$ cat src/rtl/core/spq_pkg.sv
// Package for the stable priority process queue: field widths, operation and
// status codes, and the types shared by the sequencer, compare unit and top.
// No dependencies.
package spq_pkg;

	localparam int PID_W         = 4;
	localparam int PRIO_W        = 8;
	localparam int TOTAL_W       = 5;
	localparam int OP_W          = 2;
	localparam int STATUS_W      = 2;
	localparam int PID_SPACE     = 16;
	localparam int DEF_MAX_PROCS = 16;

	localparam logic [OP_W-1:0] OP_INSERT = 2'd0;
	localparam logic [OP_W-1:0] OP_POP    = 2'd1;
	localparam logic [OP_W-1:0] OP_REMOVE = 2'd2;

	localparam logic [STATUS_W-1:0] ST_DONE = 2'd0;
	localparam logic [STATUS_W-1:0] ST_MISS = 2'd1;
	localparam logic [STATUS_W-1:0] ST_DUP  = 2'd2;

	typedef struct packed {
		logic [PID_W-1:0]  pid;
		logic [PRIO_W-1:0] prio;
	} entry_t;

	typedef struct packed {
		logic [OP_W-1:0]   operation;
		logic [PID_W-1:0]  process_id;
		logic [PRIO_W-1:0] priority_req;
	} req_t;

	typedef struct packed {
		logic [STATUS_W-1:0] status;
		logic [PID_W-1:0]    taken_id;
		logic [PRIO_W-1:0]   taken_priority;
		logic                head_valid;
		logic [PID_W-1:0]    head_id;
		logic [PRIO_W-1:0]   head_priority;
		logic [TOTAL_W-1:0]  entry_total;
	} result_t;

	typedef struct packed {
		logic match;
		logic lower;
	} cmp_t;

	typedef struct packed {
		logic idle;
		logic res_valid;
	} seq_stat_t;

endpackage

$ cat src/rtl/core/spq_slot_mem.sv
// Slot memory of the queue: one write port and one read port with a
// registered read. Depends on spq_pkg for the entry type.
module spq_slot_mem
	import spq_pkg::*;
#(
	parameter int DEPTH = DEF_MAX_PROCS,
	parameter int AW    = $clog2(DEF_MAX_PROCS)
) (
	input  logic          clk,
	input  logic          wr_en,
	input  logic [AW-1:0] wr_addr,
	input  entry_t        wr_data,
	input  logic [AW-1:0] rd_addr,
	output entry_t        rd_data
);

	entry_t mem_q [DEPTH];
	entry_t rd_data_q;

	always_ff @(posedge clk) begin
		if (wr_en) begin
			mem_q[wr_addr] <= wr_data;
		end
		rd_data_q <= mem_q[rd_addr];
	end

	assign rd_data = rd_data_q;

endmodule

$ cat src/rtl/core/spq_cmp_unit.sv
// Shared compare unit: checks one slot against the request key for a process
// match and for a lower priority. Depends on spq_pkg.
module spq_cmp_unit
	import spq_pkg::*;
(
	input  entry_t            slot,
	input  logic [PID_W-1:0]  key_pid,
	input  logic [PRIO_W-1:0] key_prio,
	output cmp_t              cmp
);

	always_comb begin
		cmp.match = (slot.pid == key_pid);
		cmp.lower = (slot.prio < key_prio);
	end

endmodule

$ cat src/rtl/core/spq_seq.sv
// Sequencer of the queue: scans the slot memory one entry at a time through
// the shared compare unit, then shifts entries to open or close a gap.
// Depends on spq_pkg, spq_slot_mem and spq_cmp_unit.
module spq_seq
	import spq_pkg::*;
#(
	parameter int MAX_PROCS = DEF_MAX_PROCS
) (
	input  logic      clk,
	input  logic      arst_n,
	input  logic      start,
	input  req_t      req,
	input  logic      res_take,
	output seq_stat_t stat,
	output result_t   res
);

	localparam int AW = $clog2(MAX_PROCS);
	// More slots than process numbers can never fill, so the limit is capped.
	localparam logic [TOTAL_W-1:0] CAP =
		TOTAL_W'((MAX_PROCS < PID_SPACE) ? MAX_PROCS : PID_SPACE);

	typedef enum logic [2:0] {
		S_IDLE,
		S_SCAN_RD,
		S_SCAN_CMP,
		S_SHIFT_RD,
		S_SHIFT_WR,
		S_INS_WR,
		S_DONE
	} state_t;

	state_t              state_q;
	logic [TOTAL_W-1:0]  occ_q;
	logic [STATUS_W-1:0] status_q;
	logic [OP_W-1:0]     op_q;
	logic [PID_W-1:0]    pid_q;
	logic [PRIO_W-1:0]   prio_q;
	logic [TOTAL_W-1:0]  i_q;
	logic [TOTAL_W-1:0]  j_q;
	logic [TOTAL_W-1:0]  pos_q;
	logic [TOTAL_W-1:0]  fidx_q;
	logic                found_q;
	logic                pos_found_q;
	entry_t              hit_q;
	entry_t              taken_q;
	entry_t              head_q;

	logic          mem_wr_en;
	logic [AW-1:0] mem_wr_addr;
	entry_t        mem_wr_data;
	logic [AW-1:0] mem_rd_addr;
	entry_t        mem_rd_data;
	cmp_t          cmp;
	logic          is_ins;
	logic          hit;

	spq_slot_mem #(
		.DEPTH (MAX_PROCS),
		.AW    (AW)
	) u_mem (
		.clk     (clk),
		.wr_en   (mem_wr_en),
		.wr_addr (mem_wr_addr),
		.wr_data (mem_wr_data),
		.rd_addr (mem_rd_addr),
		.rd_data (mem_rd_data)
	);

	spq_cmp_unit u_cmp (
		.slot     (mem_rd_data),
		.key_pid  (pid_q),
		.key_prio (prio_q),
		.cmp      (cmp)
	);

	assign is_ins = (op_q == OP_INSERT);
	// A pop always takes the head, whatever its process number.
	assign hit    = (op_q == OP_POP) ? (i_q == '0) : cmp.match;

	always_comb begin
		mem_rd_addr = AW'(i_q);
		mem_wr_en   = 1'b0;
		mem_wr_addr = AW'(j_q);
		mem_wr_data = mem_rd_data;
		unique case (state_q)
			S_SHIFT_RD: begin
				mem_rd_addr = is_ins ? AW'(j_q - 1'b1) : AW'(j_q + 1'b1);
			end
			S_SHIFT_WR: begin
				mem_wr_en = 1'b1;
			end
			S_INS_WR: begin
				mem_wr_en   = 1'b1;
				mem_wr_addr = AW'(pos_q);
				mem_wr_data = '{pid: pid_q, prio: prio_q};
			end
			default: begin
			end
		endcase
	end

	always_ff @(posedge clk or negedge arst_n) begin
		if (!arst_n) begin
			state_q  <= S_IDLE;
			occ_q    <= '0;
			status_q <= ST_DONE;
		end else begin
			// The head is mirrored so that it can be reported without a read.
			if (mem_wr_en && mem_wr_addr == '0) begin
				head_q <= mem_wr_data;
			end
			unique case (state_q)
				S_IDLE: begin
					if (start) begin
						op_q        <= req.operation;
						pid_q       <= req.process_id;
						prio_q      <= req.priority_req;
						i_q         <= '0;
						found_q     <= 1'b0;
						pos_found_q <= 1'b0;
						status_q    <= ST_DONE;
						taken_q     <= '0;
						state_q     <= S_SCAN_RD;
					end
				end
				S_SCAN_RD: begin
					if (i_q == occ_q) begin
						unique case (op_q) inside
							OP_INSERT: begin
								if (found_q) begin
									status_q <= ST_DUP;
									state_q  <= S_DONE;
								end else if (occ_q >= CAP) begin
									status_q <= ST_MISS;
									state_q  <= S_DONE;
								end else begin
									if (!pos_found_q) begin
										pos_q <= occ_q;
									end
									j_q     <= occ_q;
									state_q <= S_SHIFT_RD;
								end
							end
							OP_POP, OP_REMOVE: begin
								if (!found_q) begin
									status_q <= ST_MISS;
									state_q  <= S_DONE;
								end else begin
									j_q     <= fidx_q;
									state_q <= S_SHIFT_RD;
								end
							end
							default: begin
								state_q <= S_DONE;
							end
						endcase
					end else begin
						state_q <= S_SCAN_CMP;
					end
				end
				S_SCAN_CMP: begin
					if (hit && !found_q) begin
						found_q <= 1'b1;
						fidx_q  <= i_q;
						hit_q   <= mem_rd_data;
					end
					if (cmp.lower && !pos_found_q) begin
						pos_found_q <= 1'b1;
						pos_q       <= i_q;
					end
					i_q     <= i_q + 1'b1;
					state_q <= S_SCAN_RD;
				end
				S_SHIFT_RD: begin
					if (is_ins) begin
						state_q <= (j_q == pos_q) ? S_INS_WR : S_SHIFT_WR;
					end else if (j_q + 1'b1 >= occ_q) begin
						occ_q   <= occ_q - 1'b1;
						taken_q <= hit_q;
						state_q <= S_DONE;
					end else begin
						state_q <= S_SHIFT_WR;
					end
				end
				S_SHIFT_WR: begin
					j_q     <= is_ins ? j_q - 1'b1 : j_q + 1'b1;
					state_q <= S_SHIFT_RD;
				end
				S_INS_WR: begin
					occ_q   <= occ_q + 1'b1;
					state_q <= S_DONE;
				end
				S_DONE: begin
					if (res_take) begin
						state_q <= S_IDLE;
					end
				end
				default: begin
					state_q <= S_IDLE;
				end
			endcase
		end
	end

	always_comb begin
		stat.idle      = (state_q == S_IDLE);
		stat.res_valid = (state_q == S_DONE);

		res.status         = status_q;
		res.taken_id       = taken_q.pid;
		res.taken_priority = taken_q.prio;
		res.head_valid     = (occ_q != '0);
		res.head_id        = res.head_valid ? head_q.pid : '0;
		res.head_priority  = res.head_valid ? head_q.prio : '0;
		res.entry_total    = occ_q;
	end

endmodule

$ cat src/rtl/core/stable_priority_process_queue_top.sv
// Channel | Handshake            | Fields
// in      | in_valid, in_stall   | operation, process_id, priority_req
// out     | out_valid, out_stall | status, taken_id, taken_priority, head_*, entry_total
//
// Each of the N queued entries is read, then checked by the shared compare unit; M entries
// are then moved, each read and then written, through the slot memory; an insert ends by
// writing the new entry. in_stall is high from an input transfer until its result is loaded;
// a finished result waits only while the output register holds a stalled one. Reset returns
// the sequencer to idle and clears the count and the output valid flag, not the slot memory.
// Depends on spq_pkg and spq_seq.
module stable_priority_process_queue_top
	import spq_pkg::*;
#(
	parameter int MAX_PROCS = DEF_MAX_PROCS
) (
	input  logic                clk,
	input  logic                arst_n,
	input  logic                in_valid,
	output logic                in_stall,
	input  logic [OP_W-1:0]     operation,
	input  logic [PID_W-1:0]    process_id,
	input  logic [PRIO_W-1:0]   priority_req,
	output logic                out_valid,
	input  logic                out_stall,
	output logic [STATUS_W-1:0] status,
	output logic [PID_W-1:0]    taken_id,
	output logic [PRIO_W-1:0]   taken_priority,
	output logic                head_valid,
	output logic [PID_W-1:0]    head_id,
	output logic [PRIO_W-1:0]   head_priority,
	output logic [TOTAL_W-1:0]  entry_total
);

	seq_stat_t stat;
	result_t   res;
	result_t   res_q;
	req_t      req;
	logic      out_valid_q;
	logic      start;
	logic      res_take;

	assign req      = '{operation: operation, process_id: process_id,
	                    priority_req: priority_req};
	assign in_stall = !stat.idle;
	assign start    = in_valid && !in_stall;
	// The output register takes a result when empty or emptied in this cycle.
	assign res_take = stat.res_valid && (!out_valid_q || !out_stall);

	spq_seq #(
		.MAX_PROCS (MAX_PROCS)
	) u_seq (
		.clk      (clk),
		.arst_n   (arst_n),
		.start    (start),
		.req      (req),
		.res_take (res_take),
		.stat     (stat),
		.res      (res)
	);

	always_ff @(posedge clk or negedge arst_n) begin
		if (!arst_n) begin
			out_valid_q <= 1'b0;
		end else begin
			if (res_take) begin
				out_valid_q <= 1'b1;
				res_q       <= res;
			end else if (!out_stall) begin
				out_valid_q <= 1'b0;
			end
		end
	end

	assign out_valid      = out_valid_q;
	assign status         = res_q.status;
	assign taken_id       = res_q.taken_id;
	assign taken_priority = res_q.taken_priority;
	assign head_valid     = res_q.head_valid;
	assign head_id        = res_q.head_id;
	assign head_priority  = res_q.head_priority;
	assign entry_total    = res_q.entry_total;

`ifndef SYNTHESIS
	a_busy_after_transfer: assert property (@(posedge clk) disable iff (!arst_n)
		start |=> in_stall)
		else $error("request transfer did not make the queue busy");

	a_head_matches_count: assert property (@(posedge clk) disable iff (!arst_n)
		out_valid |-> (head_valid == (entry_total != '0)))
		else $error("head valid disagrees with entry count");

	a_count_bound: assert property (@(posedge clk) disable iff (!arst_n)
		out_valid |-> (entry_total <= TOTAL_W'(PID_SPACE)))
		else $error("entry count exceeds number of process ids");

	a_dup_takes_nothing: assert property (@(posedge clk) disable iff (!arst_n)
		(out_valid && status == ST_DUP) |-> (taken_id == '0 && taken_priority == '0))
		else $error("duplicate insert reported a taken entry");
`endif

endmodule
$ cat config.mk
export PLATFORM = sky130hd
export DESIGN_NAME = stable_priority_process_queue_top
export DESIGN_NICKNAME = d
export VERILOG_FILES = /design/src/rtl/core/spq_pkg.sv /design/src/rtl/core/spq_slot_mem.sv /design/src/rtl/core/spq_cmp_unit.sv /design/src/rtl/core/spq_seq.sv /design/src/rtl/core/stable_priority_process_queue_top.sv
export SDC_FILE = /design/constraint.sdc
export NUM_CORES = 1
export LEC_CHECK = 0
export BUFFER_PORTS_ARGS = -buffer_cell sky130_fd_sc_hd__buf_4
export CAP_MARGIN = 20
export CELL_PAD_IN_SITES_DETAIL_PLACEMENT = 0
export CELL_PAD_IN_SITES_GLOBAL_PLACEMENT = 1
export CORE_ASPECT_RATIO = 0.75
export CORE_MARGIN = 4
export CORE_UTILIZATION = 40
export CTS_CLUSTER_SIZE = 14
export DETAILED_ROUTE_END_ITERATION = 7
export PLACE_DENSITY = 0.62
export SLEW_MARGIN = 40
export SYNTH_ARGS = -nofsm -noshare
export SYNTH_HDL_FRONTEND = slang
export SYNTH_SLANG_ARGS = --single-unit
$ cat constraint.sdc
create_clock -name clk -period 5.05 [get_ports clk]
set_input_delay 0.2525 -clock clk [delete_from_list [all_inputs] [get_ports clk]]
set_output_delay 0.2525 -clock clk [all_outputs]
set_load 0.02 [all_outputs]
==> flow_metrics.env <==
export IMPL_fin_skew_ps=22.7
export IMPL_fmax_ghz=0.313
export IMPL_cp_cell_sequence="inv_1, ha_1, mux2i_1, xnor2_1, mux2_2, nand4_1, a41oi_1, a31oi_1"
export IMPL_wl_met2_um=13600
export IMPL_critPathLaunch="u_seq.op_q[0]$_DFFE_PP_"
export IMPL_synth_nets=1011
export IMPL_syn_to_final_growth_pct=17.8
export IMPL_num_rows=57
export IMPL_placed_area_um2=14400
export IMPL_worst_path_stages=8
export IMPL_ir_worst_vdd_mv=0.274
export IMPL_slew_violations=0
export IMPL_cts_sinks=319
export IMPL_syn_area_per_cell_um2=13.7
export IMPL_setup_viol=0
export IMPL_rsz0062_at_grt="no"
export IMPL_r2r_setup_slack_ps=1860
export IMPL_ios=52
export IMPL_layout_worst_path_cycle_share_pct=63.2
export IMPL_max_slew_margin_pct=44.3
export IMPL_path_buf_inv=1
export IMPL_gp_congestion=0.810
export IMPL_cts_inserted_buffers=34
export IMPL_outcome="finished clean"
export IMPL_track_usage_pct=18.7
export IMPL_cellPowerDensity_nw_per_um2=566
export IMPL_cp_required_ps=5450
export IMPL_hold_path_class="primary input to flip-flop"
export IMPL_grt_pass1_wl_um=50600
export IMPL_clk_pin_slew_ps=60
export IMPL_drive_above_1_share_pct=16.6
export IMPL_first_global_vias=7669
export IMPL_cts_tree="done"
export IMPL_r2r_start="u_seq.op_q[0]$_DFFE_PP_"
export IMPL_worstHoldStart="out_stall"
export IMPL_routedWlPerCell_um=22.3
export IMPL_critPathKind="flip-flop to flip-flop"
export IMPL_routed_top_layer="met4"
export IMPL_fill_cells=2850
export IMPL_dp_hpwl_um=21800
export IMPL_ys_ff_latch=319
export IMPL_root_buffer="clkbuf_16"
export IMPL_critPathMaxStageDelay_ps=660
export IMPL_drc_errors=0
export IMPL_drt_total_wl_um=34000
export IMPL_antennaDiodeCount=0
export IMPL_cap_violations=0
export IMPL_die_area_um2=36200
export IMPL_period_minus_slack_ps=3190
export IMPL_synthTopCellsByArea="edfxtp_1 67%, nand2_1 5.2%, nand4_1 2.4%"
export IMPL_power_leakage_nw=5.54
export IMPL_end_kind="flip-flop"
export IMPL_setup_tns_ps=0
export IMPL_crit_fanout=24
export IMPL_firstDrtPassIters=5
export IMPL_vias_per_cell=5.30
export IMPL_layout_nets=1098
export IMPL_final_cell_mix="296 x edfxtp_1, 183 x nand2_1, 88 x buf_4"
export IMPL_start_util_pct=40.8
export IMPL_core_area_um2=32600
export IMPL_ys_seq_area_share_pct=70.7
export IMPL_synth_edff_count=296
export IMPL_syn_cell_area_um2=13300
export IMPL_start_kind="flip-flop"
export IMPL_met3_length_um=2150
export IMPL_netlist_instances=970
export IMPL_synth_ff_type="edfxtp_1"
export IMPL_dp_slack_ps=1930
export IMPL_worst_pin_slew_ps=835
export IMPL_yosysUniqueCellTypes=54
export IMPL_portBuffers=51
export IMPL_die_w_um=218
export IMPL_synth_top_area_share_pct=66.9
export IMPL_h_tree_depth=2
export IMPL_cp_slowest_cell="mux2_2"
export IMPL_drt_iter0_drc=714
export IMPL_crit_family="multiplexers"
export IMPL_vias=8081
export IMPL_yosysTopAreaCell="edfxtp_1"
export IMPL_yosys_warnings=0
export IMPL_synth_async_sr_flop_share_pct=3.45
export IMPL_final_common_cell="edfxtp_1"
export IMPL_hold_depth=3
export IMPL_post_cts_setup_buffers=0
export IMPL_reg2regPathDepth=8
export IMPL_ant_nets=0
export IMPL_fin_area_um2=15700
export IMPL_clockBufferDepth=3
export IMPL_die_y_um=166
export IMPL_finalPower_mw=8.86
export IMPL_wl_met1_um=17700
export IMPL_antenna_found_initial=2
export IMPL_insertion_delay_ps=530
export IMPL_fin_util_pct=48.0
export IMPL_overflow=0
export IMPL_hold_viol=0
export IMPL_worst_slack_ps=1860
export IMPL_grt_max_degree=97
export IMPL_worstPathArrival_ps=3590
## area by class of cell
cell class | instances | area (um^2) | share of cell area, %
tap | 442 | 553 | 3.53
inverter | 26 | 97.6 | 0.623
clock buffer | 47 | 973 | 6.22
multi-input combinational | 566 | 3580 | 22.9
clock inverter | 14 | 118 | 0.751
timing repair buffer | 110 | 927 | 5.92
sequential | 319 | 9400 | 60.1
## per-stage QoR
stage	hold WS, ps	cells
after global placement	117	1444
final	83.5	1524
after floorplan	-43.1	970
after global routing	133	1524
after CTS	57.5	1524
after detailed placement	120	1448
## sequential cells by signal, summed over array words and instances (netlist names), 2 cells and up
register / flops
entry_total: 5
head_id: 4
head_priority: 8
status: 2
taken_id: 4
taken_priority: 8
u_seq.fidx_q: 5
u_seq.head_q: 12
u_seq.hit_q: 12
u_seq.i_q: 5
u_seq.j_q: 5
u_seq.occ_q: 5
u_seq.op_q: 2
u_seq.pid_q: 4
u_seq.pos_q: 5
u_seq.prio_q: 8
u_seq.res: 12
u_seq.state_q: 3
u_seq.status_q: 2
u_seq.u_mem.mem_q: 192
u_seq.u_mem.rd_data: 12
## worst reg2reg max path, stage by stage (launching register included)
cell	delay [ps]
edfxtp_1	410
inv_1	90
ha_1	570
mux2i_1	190
xnor2_1	390
mux2_2	670
nand4_1	260
a41oi_1	420
a31oi_1	70
## layer usage
metal	vias to the layer above	track usage (%)
li1	3787	-
met1	4004	31.7
met2	251	24.5
met3	39	3.35
met4	0	4.04
met5	-	0
## synth_stat cells, types with 2 or more instances
cell type  count
mux2i_1       22
clkbuf_1      28
ha_1          22
buf_2         25
inv_1         26
nand2_1      183
a21o_1         8
xor2_1        13
a211oi_1       3
mux2_2        10
a41oi_1        4
or3_1          3
nor3b_1        5
o21ai_0       26
a31oi_2        8
nand3_1       29
edfxtp_1     296
a41oi_2        8
xnor2_1       15
dfxtp_1       12
and2_1         3
nor2b_1       13
nand3b_1       3
a31oi_1       12
a32oi_1        2
a21oi_1       36
nand2b_1       5
and3_1        13
a221o_1       12
nor3_1         7
nand4_1       52
dfrtp_1       11
buf_6          3
nor2_1        32
## final timing paths
kind                                             endpoint
max in group asynchronous   u_seq.status_q[1]$_DFFE_PN0P_
min                                 out_valid$_DFFE_PN0P_
max reg2reg                u_seq.u_mem.rd_data[0]$_DFF_P_
min reg2reg                   taken_priority[2]$_DFFE_PP_
max                        u_seq.u_mem.rd_data[0]$_DFF_P_
min in group asynchronous      u_seq.occ_q[1]$_DFFE_PN0P_
## power by group
group,internal (mW),leakage [nW],switching [mW]
logic,0.880,2.10,1.76
registers,3.48,2.90,0.301
clock network,1.45,0.529,0.992
## kinds of logic after synthesis
kind of cell	share of synthesized area [%]
multiplexers	2.78
XOR/XNOR	1.84
buffers and inverters	2.84
flip-flops	70.7
AND/OR/NAND/NOR	12.4
AO/OA/AOI/OAI	7.19
adder cells (fa/ha/maj)	2.22
## what timing repair did
item / CTS / global route
hold buffers: 15 / 0
gates resized for setup: 0 / 0
hold endpoints to repair: 25 / 0
(Power assumes the default switching activity.)
